### src/owm_pkg.sv
// ----------------------------------------------------------------------------
// owm_pkg
// Shared types and constants of the 1-Wire bus master: word layouts,
// command codes, sequencer phases and timing register defaults.
// ----------------------------------------------------------------------------
package owm_pkg;

  // timing registers
  localparam int NUM_REGS  = 8;
  localparam int REG_W     = 10;
  localparam int CFG_IDX_W = 4;
  localparam int CNT_W     = 11;

  // register indexes
  localparam logic [CFG_IDX_W-1:0] REG_RESET_LOW     = 4'd0;
  localparam logic [CFG_IDX_W-1:0] REG_PRESENCE_WAIT = 4'd1;
  localparam logic [CFG_IDX_W-1:0] REG_RESET_TAIL    = 4'd2;
  localparam logic [CFG_IDX_W-1:0] REG_WRITE_ONE_LOW = 4'd3;
  localparam logic [CFG_IDX_W-1:0] REG_WRITE_ZERO_LOW = 4'd4;
  localparam logic [CFG_IDX_W-1:0] REG_READ_LOW      = 4'd5;
  localparam logic [CFG_IDX_W-1:0] REG_READ_SAMPLE   = 4'd6;
  localparam logic [CFG_IDX_W-1:0] REG_SLOT          = 4'd7;

  // timing defaults in microseconds
  localparam logic [REG_W-1:0] DEF_RESET_LOW      = 10'd480;
  localparam logic [REG_W-1:0] DEF_PRESENCE_WAIT  = 10'd70;
  localparam logic [REG_W-1:0] DEF_RESET_TAIL     = 10'd410;
  localparam logic [REG_W-1:0] DEF_WRITE_ONE_LOW  = 10'd6;
  localparam logic [REG_W-1:0] DEF_WRITE_ZERO_LOW = 10'd60;
  localparam logic [REG_W-1:0] DEF_READ_LOW       = 10'd6;
  localparam logic [REG_W-1:0] DEF_READ_SAMPLE    = 10'd9;
  localparam logic [REG_W-1:0] DEF_SLOT           = 10'd70;

  // command codes
  typedef enum logic [1:0] {
    CMD_TICK  = 2'd0,
    CMD_RESET = 2'd1,
    CMD_WRITE = 2'd2,
    CMD_READ  = 2'd3
  } cmd_t;

  // sequencer phases
  typedef enum logic [5:0] {
    PH_IDLE      = 6'b000001,
    PH_RST_LOW   = 6'b000010,
    PH_RST_WAIT  = 6'b000100,
    PH_RST_TAIL  = 6'b001000,
    PH_SLOT_LOW  = 6'b010000,
    PH_SLOT_HIGH = 6'b100000
  } phase_t;

  // input word
  typedef struct packed {
    cmd_t       cmd;
    logic [7:0] wr_byte;
    logic       line_in;
  } in_t;

  // result word
  typedef struct packed {
    logic       drive_low;
    logic       busy_res;
    logic       done_res;
    logic       presence;
    logic [7:0] rd_byte;
    logic       rejected;
  } out_t;

  // a zero length counts as one microsecond
  function automatic logic [REG_W-1:0] at_least_one(input logic [REG_W-1:0] v);
    return (v == '0) ? REG_W'(1) : v;
  endfunction

endpackage

### src/one_wire_bus_master.sv
// ----------------------------------------------------------------------------
// one_wire_bus_master
// 1-Wire bus master sequencing reset/presence, byte write and byte read slots.
// ----------------------------------------------------------------------------
// Every input word is one microsecond of bus time and yields exactly one result
// word carrying the bus drive, busy/done flags, the last presence result, the
// last read byte and a rejected flag for commands given while busy. A command
// starts on the word that carries it, which is already its first microsecond.
// The block takes one word per clock cycle: the timing sequencer's next state is
// combinational and its result goes into one output register, so a new word is
// accepted whenever that register is empty or being taken in the same cycle.
// The eight timing registers are written through the configuration port, which
// is always ready; indexes beyond the list are ignored.
module one_wire_bus_master (
  input  logic                          clk,
  input  logic                          rst,
  // input words
  input  logic                          in_valid,
  output logic                          in_ready,
  input  owm_pkg::in_t                  in_data,
  // result words
  output logic                          out_valid,
  input  logic                          out_ready,
  output owm_pkg::out_t                 out_data,
  // configuration writes
  input  logic                          cfg_valid,
  output logic                          cfg_ready,
  input  logic [owm_pkg::CFG_IDX_W-1:0] cfg_index,
  input  logic [owm_pkg::REG_W-1:0]     cfg_data
);

  localparam int RW = owm_pkg::REG_W;
  localparam int CW = owm_pkg::CNT_W;

  // timing registers
  logic [RW-1:0] reset_low_us, presence_wait_us, reset_tail_us;
  logic [RW-1:0] write_one_low_us, write_zero_low_us, read_low_us;
  logic [RW-1:0] read_sample_us, slot_us;

  // sequencer state
  owm_pkg::phase_t phase, phase_next;
  owm_pkg::cmd_t   op_kind, op_kind_next;
  logic [CW-1:0]   us_count, us_count_next;
  logic [2:0]      bit_index, bit_index_next;
  logic [7:0]      shift_reg, shift_reg_next;
  logic            presence_flag, presence_flag_next;
  logic [7:0]      read_result, read_result_next;

  // working values after a possible command start
  logic            start, busy_cmd;
  owm_pkg::phase_t phase_s;
  owm_pkg::cmd_t   op_s;
  logic [CW-1:0]   count_s, count_inc;
  logic [2:0]      bit_s;
  logic [7:0]      shift_s;
  logic [RW-1:0]   low_len, high_raw, high_len, sample_len;
  logic            done;
  owm_pkg::out_t   result;
  logic            in_fire;

  assign cfg_ready = 1'b1;
  assign in_ready  = !out_valid || out_ready;
  assign in_fire   = in_valid && in_ready;

  // configuration register file
  always_ff @(posedge clk) begin
    if (rst) begin
      reset_low_us      <= owm_pkg::DEF_RESET_LOW;
      presence_wait_us  <= owm_pkg::DEF_PRESENCE_WAIT;
      reset_tail_us     <= owm_pkg::DEF_RESET_TAIL;
      write_one_low_us  <= owm_pkg::DEF_WRITE_ONE_LOW;
      write_zero_low_us <= owm_pkg::DEF_WRITE_ZERO_LOW;
      read_low_us       <= owm_pkg::DEF_READ_LOW;
      read_sample_us    <= owm_pkg::DEF_READ_SAMPLE;
      slot_us           <= owm_pkg::DEF_SLOT;
    end else if (cfg_valid && cfg_ready) begin
      case (cfg_index)
        owm_pkg::REG_RESET_LOW:      reset_low_us      <= cfg_data;
        owm_pkg::REG_PRESENCE_WAIT:  presence_wait_us  <= cfg_data;
        owm_pkg::REG_RESET_TAIL:     reset_tail_us     <= cfg_data;
        owm_pkg::REG_WRITE_ONE_LOW:  write_one_low_us  <= cfg_data;
        owm_pkg::REG_WRITE_ZERO_LOW: write_zero_low_us <= cfg_data;
        owm_pkg::REG_READ_LOW:       read_low_us       <= cfg_data;
        owm_pkg::REG_READ_SAMPLE:    read_sample_us    <= cfg_data;
        owm_pkg::REG_SLOT:           slot_us           <= cfg_data;
        default: ;
      endcase
    end
  end

  // command start or rejection
  assign start    = (in_data.cmd != owm_pkg::CMD_TICK) && (phase == owm_pkg::PH_IDLE);
  assign busy_cmd = (in_data.cmd != owm_pkg::CMD_TICK) && (phase != owm_pkg::PH_IDLE);

  always_comb begin
    if (start) begin
      phase_s = (in_data.cmd == owm_pkg::CMD_RESET) ? owm_pkg::PH_RST_LOW
                                                     : owm_pkg::PH_SLOT_LOW;
      op_s    = in_data.cmd;
      count_s = '0;
      bit_s   = '0;
      shift_s = (in_data.cmd == owm_pkg::CMD_WRITE) ? in_data.wr_byte : 8'h00;
    end else begin
      phase_s = phase;
      op_s    = op_kind;
      count_s = us_count;
      bit_s   = bit_index;
      shift_s = shift_reg;
    end
  end

  assign count_inc = count_s + CW'(1);

  // slot lengths for the current bit
  assign sample_len = owm_pkg::at_least_one(read_sample_us);
  assign low_len = (op_s == owm_pkg::CMD_WRITE)
                 ? owm_pkg::at_least_one(shift_s[0] ? write_one_low_us : write_zero_low_us)
                 : owm_pkg::at_least_one(read_low_us);
  assign high_raw = (slot_us > low_len) ? (slot_us - low_len) : RW'(1);
  assign high_len = ((op_s == owm_pkg::CMD_READ) && (high_raw < sample_len))
                  ? sample_len : high_raw;

  // one microsecond of the sequencer
  always_comb begin
    phase_next         = phase_s;
    op_kind_next       = op_s;
    us_count_next      = count_s;
    bit_index_next     = bit_s;
    shift_reg_next     = shift_s;
    presence_flag_next = presence_flag;
    read_result_next   = read_result;
    done               = 1'b0;
    if (phase_s != owm_pkg::PH_IDLE) begin
      us_count_next = count_inc;
    end
    case (phase_s)
      owm_pkg::PH_IDLE: ;
      owm_pkg::PH_RST_LOW: begin
        if (count_inc >= CW'(owm_pkg::at_least_one(reset_low_us))) begin
          phase_next    = owm_pkg::PH_RST_WAIT;
          us_count_next = '0;
        end
      end
      owm_pkg::PH_RST_WAIT: begin
        if (count_inc >= CW'(owm_pkg::at_least_one(presence_wait_us))) begin
          presence_flag_next = !in_data.line_in;
          if (reset_tail_us == '0) begin
            phase_next     = owm_pkg::PH_IDLE;
            us_count_next  = '0;
            bit_index_next = '0;
            done           = 1'b1;
          end else begin
            phase_next    = owm_pkg::PH_RST_TAIL;
            us_count_next = '0;
          end
        end
      end
      owm_pkg::PH_RST_TAIL: begin
        if (count_inc >= CW'(reset_tail_us)) begin
          phase_next     = owm_pkg::PH_IDLE;
          us_count_next  = '0;
          bit_index_next = '0;
          done           = 1'b1;
        end
      end
      owm_pkg::PH_SLOT_LOW: begin
        if (count_inc >= CW'(low_len)) begin
          phase_next    = owm_pkg::PH_SLOT_HIGH;
          us_count_next = '0;
        end
      end
      owm_pkg::PH_SLOT_HIGH: begin
        // read sample enters at the top and shifts right
        if ((op_s == owm_pkg::CMD_READ) && (count_inc == CW'(sample_len))) begin
          shift_reg_next = {in_data.line_in, shift_s[7:1]};
        end
        if (count_inc >= CW'(high_len)) begin
          if (op_s == owm_pkg::CMD_WRITE) begin
            shift_reg_next = {1'b0, shift_s[7:1]};
          end
          if (bit_s == 3'd7) begin
            if (op_s == owm_pkg::CMD_READ) begin
              read_result_next = shift_reg_next;
            end
            phase_next     = owm_pkg::PH_IDLE;
            us_count_next  = '0;
            bit_index_next = '0;
            done           = 1'b1;
          end else begin
            bit_index_next = bit_s + 3'd1;
            phase_next     = owm_pkg::PH_SLOT_LOW;
            us_count_next  = '0;
          end
        end
      end
      default: begin
        phase_next    = owm_pkg::PH_IDLE;
        us_count_next = '0;
      end
    endcase
  end

  // result word
  always_comb begin
    result.drive_low = (phase_s == owm_pkg::PH_RST_LOW) || (phase_s == owm_pkg::PH_SLOT_LOW);
    result.busy_res  = (phase_s != owm_pkg::PH_IDLE);
    result.done_res  = done;
    result.presence  = presence_flag_next;
    result.rd_byte   = read_result_next;
    result.rejected  = busy_cmd;
  end

  // sequencer state, updated once per accepted word
  always_ff @(posedge clk) begin
    if (rst) begin
      phase         <= owm_pkg::PH_IDLE;
      op_kind       <= owm_pkg::CMD_TICK;
      us_count      <= '0;
      bit_index     <= '0;
      shift_reg     <= '0;
      presence_flag <= 1'b0;
      read_result   <= '0;
    end else if (in_fire) begin
      phase         <= phase_next;
      op_kind       <= op_kind_next;
      us_count      <= us_count_next;
      bit_index     <= bit_index_next;
      shift_reg     <= shift_reg_next;
      presence_flag <= presence_flag_next;
      read_result   <= read_result_next;
    end
  end

  // output register
  always_ff @(posedge clk) begin
    if (rst) begin
      out_valid <= 1'b0;
    end else if (in_fire) begin
      out_valid <= 1'b1;
    end else if (out_ready) begin
      out_valid <= 1'b0;
    end
  end

  always_ff @(posedge clk) begin
    if (in_fire) begin
      out_data <= result;
    end
  end

`ifndef SYNTHESIS
  // idle sequencer holds cleared counters
  assert property (@(posedge clk) disable iff (rst)
    (phase == owm_pkg::PH_IDLE) |-> (us_count == '0 && bit_index == '0))
    else $error("idle phase with nonzero counters");

  // a completing word is always a busy word
  assert property (@(posedge clk) disable iff (rst)
    (out_valid && out_data.done_res) |-> out_data.busy_res)
    else $error("done without busy");

  // a command is rejected only while another one runs
  assert property (@(posedge clk) disable iff (rst)
    (out_valid && out_data.rejected) |-> out_data.busy_res)
    else $error("rejected while idle");

  // the bus is pulled low only during a command
  assert property (@(posedge clk) disable iff (rst)
    (out_valid && out_data.drive_low) |-> out_data.busy_res)
    else $error("drive low while idle");

  // an empty output register never blocks input
  assert property (@(posedge clk) disable iff (rst)
    !out_valid |-> in_ready)
    else $error("input stalled with empty output register");
`endif

endmodule

### config.mk
export PLATFORM = sky130hd
export DESIGN_NAME = one_wire_bus_master
export DESIGN_NICKNAME = d
export VERILOG_FILES = /design/src/owm_pkg.sv /design/src/one_wire_bus_master.sv
export SDC_FILE = /design/constraint.sdc
export NUM_CORES = 1
export LEC_CHECK = 0
export ABC_AREA = 1
export BUFFER_PORTS_ARGS = -buffer_cell sky130_fd_sc_hd__buf_4
export CELL_PAD_IN_SITES_DETAIL_PLACEMENT = 0
export CELL_PAD_IN_SITES_GLOBAL_PLACEMENT = 2
export CORE_MARGIN = 2
export CORE_UTILIZATION = 38
export CTS_CLUSTER_DIAMETER = 50
export DETAILED_ROUTE_END_ITERATION = 8
export PLACE_DENSITY_LB_ADDON = 0.12
export SYNTH_ARGS = -nofsm -noshare
export SYNTH_HDL_FRONTEND = slang
export SYNTH_SLANG_ARGS = --single-unit
### constraint.sdc
create_clock -name clk -period 21.6 [get_ports clk]
set_input_delay 4.32 -clock clk [delete_from_list [all_inputs] [get_ports clk]]
set_output_delay 4.32 -clock clk [all_outputs]
set_load 0.05 [all_outputs]
; Word level (Yosys, flattened, before mapping)
; Index checks and enable logic that the tools add are counted.
[op_classes]
n_addsub = 3
multipliers = 0
div_mod_pow = 0
magnitude_cmp = 7
eq_ne = 22
n_shift = 0
mux = 55
bitwise_logic = 0
n_reduce_logical = 26
[ops]
columns = op, count
row1 = 10-bit two-way mux, 9
row2 = 8-bit two-way mux, 10
row3 = 11-bit two-way mux, 7
row4 = 11-bit one-hot mux with 6 select lines, 1
row5 = 10-bit logical NOT, 6
row6 = 11-bit by 10-bit >= comparator with 1-bit output, 5
row7 = 6-bit two-way mux, 6
row8 = 6-bit one-hot mux with 6 select lines, 1
row9 = 3-bit two-way mux, 6
row10 = 4-bit by 3-bit equality test with 1-bit output (second input constant), 4
row11 = 2-bit AND reduction, 8
row12 = 6-bit by 1-bit equality test with 1-bit output (second input constant), 2
row13 = 6-bit by 1-bit != test with 1-bit output (second input constant), 2
row14 = 11-bit by 1-bit adder with 11-bit output (second input constant), 1
row15 = 11-bit by 10-bit equality test with 1-bit output, 1
row16 = 10-bit greater-than comparator, 1
row17 = 10-bit less-than comparator, 1
row18 = 5-bit two-way mux, 2
row19 = 10-bit subtractor, 1
row20 = 1-bit two-way mux, 9
row21 = 3-bit one-hot mux with 3 select lines, 1
row22 = 4-bit by 2-bit equality test with 1-bit output (second input constant), 2
row23 = 2-bit equality test (second input constant), 3
row24 = 6-bit by 2-bit equality test with 1-bit output (second input constant), 1
row25 = 16 further kinds, 23
[totals]
regBits = 133
latchBits = 0
ram_bits = 0
mem_bits_ro = 0
input_bits = 30
out_inout_bits = 16
elab_cells = 135
n_memories = 0

; Longest topological paths before layout
; Gate-level depths: netlist of run 1.
[logic_depth]
word_depth = 15
mapped_depth = 55
ltp_nobuf = 53

; Worst setup path after synthesis of run 1
; OpenSTA, ideal clock, no wires.
[synth_timing]
path_type = in2reg
from = input port in_data[9] (netlist bit)
to = register out_data[1] (netlist bit), data pin
setup_ns = 0.252
t_arrival_ns = 10.485
required_ns = 21.348
path_slack_ns = 10.863
stages = 54
path_buffers = 4
cell_sequence = inv_1 -> nand2_1 -> nand4_4 -> buf_6 -> nand2_1 -> nand2_1 -> clkbuf_1 -> o21ai_0 -> inv_1 -> nand2_1 -> nor3_1 -> nand4_1 -> a31oi_1 -> ha_1 -> inv_1 -> fa_1 -> nand2_1 -> inv_1 -> [18 not listed] -> nand2_1 -> ha_1 -> a21oi_1 -> o21ai_0 -> nand2_1 -> o211ai_1 -> nand2_1 -> nand2_1 -> o21ai_0 -> inv_1 -> o21ai_0 -> nand3_1 -> nand2_1 -> nor2_2 -> buf_2 -> or2_0 -> nand2_1 -> inv_1
[synth_via]
elab_chain_len = 15
word_cells_on_any_way = 35
classes_between = 2 x add/sub / 3 x order compare / 7 x eq/ne / 18 x mux / 5 x reduce/logical
[synth_rtl]
columns = element, line
row1 = "start, declared", one_wire_bus_master.sv:20  ; input owm_pkg::in_t in_data,
row2 = 2-bit equality test or 2-bit nonzero test (tied branches), "one_wire_bus_master.sv:102, one_wire_bus_master.sv:92"
row3 = 8-bit two-way mux or 1-bit logical AND (tied branches), "one_wire_bus_master.sv:102, one_wire_bus_master.sv:92"
row4 = 8-bit two-way mux, one_wire_bus_master.sv:96  ; if (start) begin
row5 = 10-bit two-way mux, one_wire_bus_master.sv:117  ; ? owm_pkg::at_least_one(shift_s[0] ? write_one_low_us : write_zero_low_us)
row6 = 10-bit logical NOT, owm_pkg.sv:71  ; return (v == '0) ? REG_W'(1) : v;
row7 = 10-bit two-way mux, owm_pkg.sv:71
row8 = 10-bit two-way mux, one_wire_bus_master.sv:117
row9 = 10-bit subtractor or 10-bit greater-than comparator (tied branches), one_wire_bus_master.sv:119  ; assign high_raw = (slot_us > low_len) ? (slot_us - low_len) : RW'(1);
row10 = 10-bit two-way mux, one_wire_bus_master.sv:119
row11 = 10-bit less-than comparator, one_wire_bus_master.sv:120  ; assign high_len = ((op_s == owm_pkg::CMD_READ) && (high_raw < sample_len))
row12 = 1-bit logical AND, one_wire_bus_master.sv:120
row13 = 10-bit two-way mux, one_wire_bus_master.sv:121  ; ? sample_len : high_raw;
row14 = 11-bit by 10-bit >= comparator with 1-bit output, one_wire_bus_master.sv:177  ; if (count_inc >= CW'(high_len)) begin
row15 = 8-bit two-way mux, one_wire_bus_master.sv:177
row16 = 8-bit two-way mux *, one_wire_bus_master.sv:136  ; case (phase_s)
row17 = named net read_result_next[0], one_wire_bus_master.sv:47  ; logic [7:0] read_result, read_result_next;
row18 = "end signal, assigned", one_wire_bus_master.sv:247  ; out_data <= result;
row19 = "end, declared", one_wire_bus_master.sv:24  ; output owm_pkg::out_t out_data,
; The timed path passes the listed nets; every way through them passes the cells marked *.
; A chain may end at the register's enable or synchronous reset.

; Worst setup path after layout of run 1
[layout_timing]
from = input port in_data[10] (netlist bit)
to = register out_data[3] (netlist bit), data pin
; Same word-level chain as after synthesis.

==> flow_summary.yaml, run 1 <==
sta:
  fin_tns_setup_ps: 0
  rsz0062_at_grt: "false"
  setup_viol_count_final: 0
  maxSlewHeadroom_pct: 16.8
  finClkSkew_ps: 18.1
  clock.fmax_mhz: 81.8
  hold_viol_final: 0
  setup_slack_ps: 9370
  maxSlewViolCount: 0
  min_period_over_period_pct: 56.6
  tightest_slew_ps: 1240
  min_period_ps: 12230
global_route:
  grtUsageMet1_pct: 32.6
  grt_use_met2_pct: 37.9
  met3_usage_pct: 3.33
  top_usage_layer: "met2"
  grt_overflow: 0
  grt_pass1_wl_mm: 43.8
  grt_pass1_vias: 7794
  grt_use_total_pct: 23.3
  grt_max_degree: 76
  grt_antenna_before_repair: 0
logic_synthesis:
  avgSynthCellArea_sq_um: 6.74
  netlist_instances: 1321
  yosysWarnings: 0
  yosys.cell_types.count: 52
  ys_seq_area_share_pct: 31.4
  synth_top_area_cell: "dfxtp_1"
  synth-compound-area-share_pct: 16.0
  synth_area_leaders: "dfxtp_1 (27%), nand2_1 (12%), ha_1 (10%)"
  synthArstFlopShare_pct: 0
  synthMuxAreaShare_pct: 0.225
  synth_ff_type: "dfxtp_1"
  synth_top_family_by_area: "simple AND/OR/NAND/NOR gates"
  synth_edf_count: 13
  ys_ff_latch: 133
  synth_area_sq_um: 8900
  synthMostInstantiatedCell: "nand2_1"
  synthSimpleGateAreaFrac_pct: 31.5
  synth_top_area_share_pct: 27.0
  synth-xor-area-share_pct: 0.394
  syn_nets: 1423
  synth_adder_area_share_pct: 10.2
  yosys-top-cells-count: "nand2_1 (296), inv_1 (177), dfxtp_1 (120)"
critical_path:
  crit_type: "in2reg"
  slowest_stage: "a211oi_1"
  cp-start-kind: "input pin"
  critPathArrivalTime_ps: 12420
  crit_path_max_incr_delay_ps: 970
  critPathCaptureType: "register"
  critPathMostFrequentCell: "nand2_1"
  cp.required_ps: 21790
  critical_path.max_fanout: 21
cells_and_area:
  regMostFlops: "out_data"
  largest_reg_flops: 13
  top_regs: "out_data: 13 flops, us_count: 11 flops"
  diodes: 0
  fin_nets: 1449
  drive_above_1_share_pct: 11.2
  area_growth_pct: 13.1
clocking:
  insertion_delay_ps: 440
  root_buffer: "clkbuf_16"
  cts.path.max_buffers: 2
  clkSinkCount: 133
  ctsHoldBuffers: 0
  numCtsBuffers: 17
  clk_pin_slew_worst_paths_ps: 70
  htreeDepth: 4
  cts_tree: "built"
  post-cts-setup-buffers: 0
  cts_resized: 0
power:
  power_density_nw_per_um2: 78.5
  peakVddDrop_v: 0.0000442
  leakage_nw: 4.78
place:
  post-place-ws_ps: 9030
  portBuffers: 44
  dp_hpwl_mm: 20.1
  gp_congestion: 0.886
floorplan:
  pin_count: 46
  row_count: 55
  coreArea_sq_um: 22800
  initial_core_util_pct: 38.9
  fp.dieH_um: 157
  die_area_sq_um: 24700
  die_w_um: 157
drt:
  drt_wl_total_mm: 27.7
  drt-initial-drc-count: 575
  viasPerCell: 5.02
  drc: 0
  route.vias.total: 8403
  avgRoutedWirePerCell_um: 16.6
  ant_nets: 0
  dr.pass1.iters: 7
job:
  drv_cap: 0
min_path:
  hold_class: "reg2reg"
run_status:
  status: "finished, final reports clean"
==> layout by cell type, fill, tap and decap left out, drive strengths merged <==
cell type | Yosys | final
clkbuf | 34 | 18
o211ai | 12 | 12
o21bai | 2 | 2
buf | 10 | 51
nor2 | 125 | 125
o31ai | 2 | 2
a21oi | 110 | 110
fa | 1 | 1
xnor2 | 1 | 1
nand2 | 313 | 313
nand4 | 34 | 34
conb | 1 | 1
o21ai | 124 | 124
nor3 | 7 | 7
mux2i | 2 | 2
edfxtp | 13 | 13
o22ai | 8 | 8
ha | 71 | 71
a211oi | 3 | 3
and2 | 2 | 2
nand3 | 108 | 108
clkinv | 1 | 4
nor4 | 7 | 7
or2 | 11 | 11
xor2 | 3 | 3
a21o | 2 | 2
a311oi | 1 | 1
or3 | 1 | 1
clkinvlp | 0 | 1
inv | 187 | 196
a31oi | 3 | 3
nand3b | 2 | 2
dfxtp | 120 | 120
bufinv | 0 | 1
==> path summary, 6_finish.rpt <==
kind / startpoint / to / slack, ps / cells after the start
worst max register to register: phase[4] / out_data[3] / 12950 / 49
worst max-delay path: in_data[10] / out_data[3] / 9370 / 51
worst min register to register: reset_low_us[0] / reset_low_us[0] / 460 / 2
worst min-delay path: reset_low_us[0] / reset_low_us[0] / 460 / 2
==> layer usage <==
layer	vias to the layer above	wire (um)
met5	-	0
met4	0	347
met3	20	1150
met2	172	12300
met1	3791	13900
li1	4420	-
==> cells by family after synthesis <==
family	after synthesis
muxes	2
xor gates and xnor gates	4
other	1
AOI/OAI and AO/OA	267
adders and majority gates	72
DFF	133
buffers and inverters	232
and+or+nand+nor	610
==> power breakdown <==
group          total [mW]  internal (mW)  switching [mW]
registers           0.263          0.259         0.00428
logic               0.223         0.0715           0.151
clock network       0.304          0.168           0.136
total               0.790          0.498           0.292
==> metrics by stage <==
stage	cell area [sq um]	hold slack, ps	total power, mW	util (%)	std cells
after floorplan	8900	425	0.434	-	1321
after global placement	9470	444	0.493	41.4	1641
after detailed placement	9470	443	0.491	41.4	1641
after CTS	10100	460	0.797	44.1	1673
after global routing	10100	479	0.839	44.1	1673
final	10100	456	0.790	44.1	1673
==> final cells by class <==
type	instances	area (sq um)
Clock buffer	18	439
Clock inverter	14	158
Fill cell	2498	12800
Inverter	188	706
Multi-Input combinational cell	956	5190
Sequential cell	133	2790
Tap cell	313	392
Timing Repair Buffer	51	383
==> worst max-delay path: cells and delay by family <==
| kind | cells | cell delay (ps) |
|---|---|---|
| AOI/OAI and AO/OA | 11 | 2540 |
| adders and majority gates | 4 | 1180 |
| buffers and inverters | 8 | 470 |
| and+or+nand+nor | 28 | 3870 |
Note: power is estimated with default switching activity, not from simulation.
==> inputs of run 2 (changes only) <==
CORE_UTILIZATION = 32   (was 38)
clock period = 10.85 ns   (was 21.6 ns; I/O delays follow)
==> flow_summary.yaml, run 2 (synthesis results as in run 1) <==
run_status:
  status: "finished, final reports clean"
drt:
  drt-initial-drc-count: 544
  drt_wl_total_mm: 29.6
  route.vias.total: 8395
  drc: 0
  viasPerCell: 4.83
  dr.pass1.iters: 5
  ant_nets: 0
  avgRoutedWirePerCell_um: 17.1
critical_path:
  slowest_stage: "nor2_2"
  critPathMostFrequentCell: "nand2_1"
  rrSetupSlack_ps: 2990
  crit_path_max_incr_delay_ps: 470
  crit_start: "in_data[10]"
  cp.required_ps: 11050
  cp-start-kind: "input pin"
  critical_path.max_fanout: 21
  r2r-end: "out_data[1]"
  critPathCaptureType: "register"
  crit_type: "in2reg"
  critPathArrivalTime_ps: 9490
  r2r_cells: 50
  r2r-start: "phase[4]"
place:
  dpl-instance-area_sq_um: 9540
  dp_hpwl_mm: 21.5
  portBuffers: 44
  post-place-ws_ps: 1110
  gp_congestion: 0.849
clocking:
  ctsHoldBuffers: 0
  cts.path.max_buffers: 2
  clk_pin_slew_worst_paths_ps: 70
  post-cts-setup-buffers: 0
  insertion_delay_ps: 440
  numCtsBuffers: 17
  root_buffer: "clkbuf_16"
  cts_resized: 0
  clkSinkCount: 133
  htreeDepth: 4
  cts_tree: "built"
sta:
  min_period_over_period_pct: 85.7
  fin_tns_setup_ps: 0
  setup_slack_ps: 1560
  maxSlewHeadroom_pct: 42.4
  rsz0062_at_grt: "false"
  tightest_slew_ps: 860
  setup_viol_count_final: 0
  hold_viol_final: 0
  clock.fmax_mhz: 108
  min_period_ps: 9290
  maxSlewViolCount: 0
  finClkSkew_ps: 17.8
global_route:
  grt_max_degree: 80
  grt_pass1_vias: 8028
  grt_pass1_wl_mm: 46.8
  grt_overflow: 0
  grt_antenna_before_repair: 0
  grt_use_total_pct: 21.3
job:
  drv_cap: 0
cells_and_area:
  final_cell_mix: "nand2_1 (296), inv_1 (176), dfxtp_1 (120), o21ai_0 (118), nor2_1 (111)"
  largest_reg_flops: 13
  top_regs: "out_data: 13 flops, us_count: 11 flops"
  area_growth_pct: 13.7
  diodes: 0
  final_common_cell: "nand2_1"
  fin_nets: 1448
  regMostFlops: "out_data"
  drive_above_1_share_pct: 11.1
  finalInstanceArea_sq_um: 10100
min_path:
  whs_endpoint: "reset_low_us[0]"
  hold_class: "reg2reg"
  hp-start: "reset_low_us[0]"
  hold_path_depth: 2
power:
  peakVddDrop_v: 0.0000844
  leakage_nw: 4.77
  power_density_nw_per_um2: 155
floorplan:
  die_area_sq_um: 29200
  coreArea_sq_um: 27600
  pin_count: 46
  row_count: 61
  fp.dieH_um: 171
  die_w_um: 171
  initial_core_util_pct: 32.3
==> run 2: area by class of cell <==
type,instances,area (sq um)
clock buffers,18,439
clock inverters,14,135
fillers,3035,17400
inverters,188,706
multi-input cells,956,5190
flip-flops and latches,133,2790
well taps,378,473
repair buffers,50,375
==> run 2: power by group <==
| part | internal, mW | switching, mW | leakage, nW |
|---|---|---|---|
| clock | 0.328 | 0.268 | 0.287 |
| combinational | 0.144 | 0.304 | 3.38 |
| sequential | 0.516 | 0.00901 | 1.10 |
| total | 0.988 | 0.580 | 4.77 |
==> run 2: worst max-delay path by stage <==
stage	endpoint	depth (start not counted)
final	out_data[1]	52
after global placement	out_data[6]	52
after floorplan	out_data[1]	54
after detailed placement	out_data[4]	52
after CTS	out_data[1]	52
after global routing	out_data[4]	52
==> run 2: metrics by stage <==
| step | instances | hold WS (ps) | util, % | total power, mW |
|---|---|---|---|---|
| after floorplan | 1321 | 425 | - | 0.864 |
| after global placement | 1705 | 449 | 34.6 | 0.990 |
| after detailed placement | 1705 | 443 | 34.6 | 0.984 |
| after CTS | 1737 | 462 | 36.7 | 1.58 |
| after global routing | 1737 | 474 | 36.7 | 1.68 |
| final | 1737 | 455 | 36.7 | 1.57 |
==> run 2: routing by layer <==
| layer | share of wire, % | wire length, um | global-route usage [%] |
|---|---|---|---|
| met1 | 51 | 15100 | 30.1 |
| met4 | 1.8 | 536 | 6.06 |
| met3 | 3.4 | 999 | 2.87 |
| met5 | 0 | 0 | 0 |
| met2 | 44 | 13000 | 33.8 |
==> run 2: critical path, delay by kind of cell <==
| kind | cells | cell delay (ps) |
|---|---|---|
| simple gates | 29 | 3830 |
| fa+ha+maj | 4 | 1190 |
| compound gates | 10 | 1620 |
| buf+inv | 9 | 700 |
==> inputs of run 3 (changes only) <==
CORE_ASPECT_RATIO = 0.9   (was unset)
SLEW_MARGIN = 40   (was unset)
==> flow_summary.yaml, run 3 (synthesis results as in run 1) <==
global_route:
  grt_pass1_vias: 8312
  grt_antenna_before_repair: 0
  grt_use_total_pct: 21.2
  grt_max_degree: 94
  met3_usage_pct: 3.14
  grt_overflow: 0
  grtUsageMet1_pct: 30.4
  grt_pass1_wl_mm: 47.5
  grt_use_met2_pct: 33.2
  top_usage_layer: "met2"
sta:
  maxSlewViolCount: 0
  hold_viol_final: 0
  fin_tns_setup_ps: 0
  setup_slack_ps: 1400
  rsz0062_at_grt: "false"
  clock.fmax_mhz: 106
  finClkSkew_ps: 15.4
  min_period_ps: 9450
  maxSlewHeadroom_pct: 49.4
  tightest_slew_ps: 756
  setup_viol_count_final: 0
  min_period_over_period_pct: 87.1
run_status:
  status: "finished, final reports clean"
drt:
  avgRoutedWirePerCell_um: 17.3
  drt_wl_total_mm: 29.7
  ant_nets: 0
  drt-initial-drc-count: 575
  drc: 0
  viasPerCell: 4.94
  route.vias.total: 8463
  dr.pass1.iters: 7
clocking:
  cts.path.max_buffers: 2
  cts_tree: "built"
  insertion_delay_ps: 430
  root_buffer: "clkbuf_16"
  cts_resized: 0
  post-cts-setup-buffers: 0
  clk_pin_slew_worst_paths_ps: 60
  clkSinkCount: 133
  ctsHoldBuffers: 0
  numCtsBuffers: 17
  htreeDepth: 4
floorplan:
  pin_count: 46
  die_area_sq_um: 29200
  row_count: 57
  die_w_um: 180
  initial_core_util_pct: 32.7
  coreArea_sq_um: 27200
  fp.dieH_um: 162
critical_path:
  cp-start-kind: "input pin"
  critical_path.max_fanout: 21
  path_depth: 52
  critPathMostFrequentCell: "nand2_1"
  cp.required_ps: 11040
  path_delay_family: "simple AND/OR/NAND/NOR gates"
  r2r_cells: 50
  critPathCaptureType: "register"
  crit_type: "in2reg"
  cp.buffers_inverters: 9
  crit_path_max_incr_delay_ps: 510
  slowest_stage: "nor2_2"
  rrSetupSlack_ps: 2800
  r2r-start: "phase[4]"
  critPathArrivalTime_ps: 9640
  r2r-end: "out_data[6]"
place:
  post-place-ws_ps: 1030
  gp_congestion: 0.899
  portBuffers: 44
  dp_hpwl_mm: 21.7
power:
  leakage_nw: 4.77
  power_density_nw_per_um2: 156
  p_total_mw: 1.58
  peakVddDrop_v: 0.000117
cells_and_area:
  final_cell_mix: "nand2_1 (296), inv_1 (175), dfxtp_1 (120), o21ai_0 (118), nor2_1 (110)"
  multiInputGateArea_sq_um: 5200
  drive_above_1_share_pct: 11.0
  fin_nets: 1449
  largest_reg_flops: 13
  final_common_cell: "nand2_1"
  top_regs: "out_data: 13 flops, us_count: 11 flops"
  nFillCells: 2961
  area_growth_pct: 13.7
  diodes: 0
  regMostFlops: "out_data"
  seq_area_sq_um: 2790
  utilization_pct: 37.2
min_path:
  whs_endpoint: "write_one_low_us[5]"
  hold_class: "reg2reg"
  hold_path_depth: 2
  hp-start: "write_one_low_us[5]"
job:
  drv_cap: 0
-- run 3: worst reg2reg max path: cells and delay by family, from the launching register on --
family	cells	cell delay, ps
adders and majority gates	4	1180
buffers and inverters	7	580
DFF	1	370
and+or+nand+nor	28	3870
AOI/OAI and AO/OA	11	1800
-- run 3: per-layer routing --
layer,vias up,routed length (um)
met4,0,526
li1,4416,-
met3,30,811
met1,3903,15500
met5,-,0
met2,114,12900
-- run 3: cell type report --
type | count | area share [%]
inverters | 188 | 6.99
repair buffers | 51 | 3.82
flip-flops and latches | 133 | 27.6
well taps | 354 | 4.38
multi-input cells | 956 | 51.4
clock inverters | 10 | 1.20
clock buffers | 21 | 4.66
-- run 3: how the worst max path moves through the flow --
stage	slack [ps]	to	startpoint
after floorplan	2260	out_data[1]	in_data[9]
after global placement	1240	out_data[2]	in_data[9]
after detailed placement	1030	out_data[3]	in_data[9]
after CTS	1460	out_data[3]	in_data[9]
after global routing	330	out_data[6]	in_data[9]
final	1400	out_data[6]	in_data[9]
-- run 3: stage by stage --
| step | area [sq um] | hold WS (ps) | instances |
|---|---|---|---|
| 3_5_place_dp | 9520 | 446 | 1682 |
| 6_report | 10100 | 451 | 1713 |
| 5_1_grt | 10100 | 474 | 1713 |
| 2_1_floorplan | 8900 | 425 | 1321 |
| 3_3_place_gp | 9520 | 444 | 1682 |
| 4_1_cts | 10100 | 454 | 1713 |
-- run 3: report_power, final --
part	switching (mW)	internal (mW)
registers	0.00923	0.516
clock network	0.238	0.359
logic	0.310	0.145
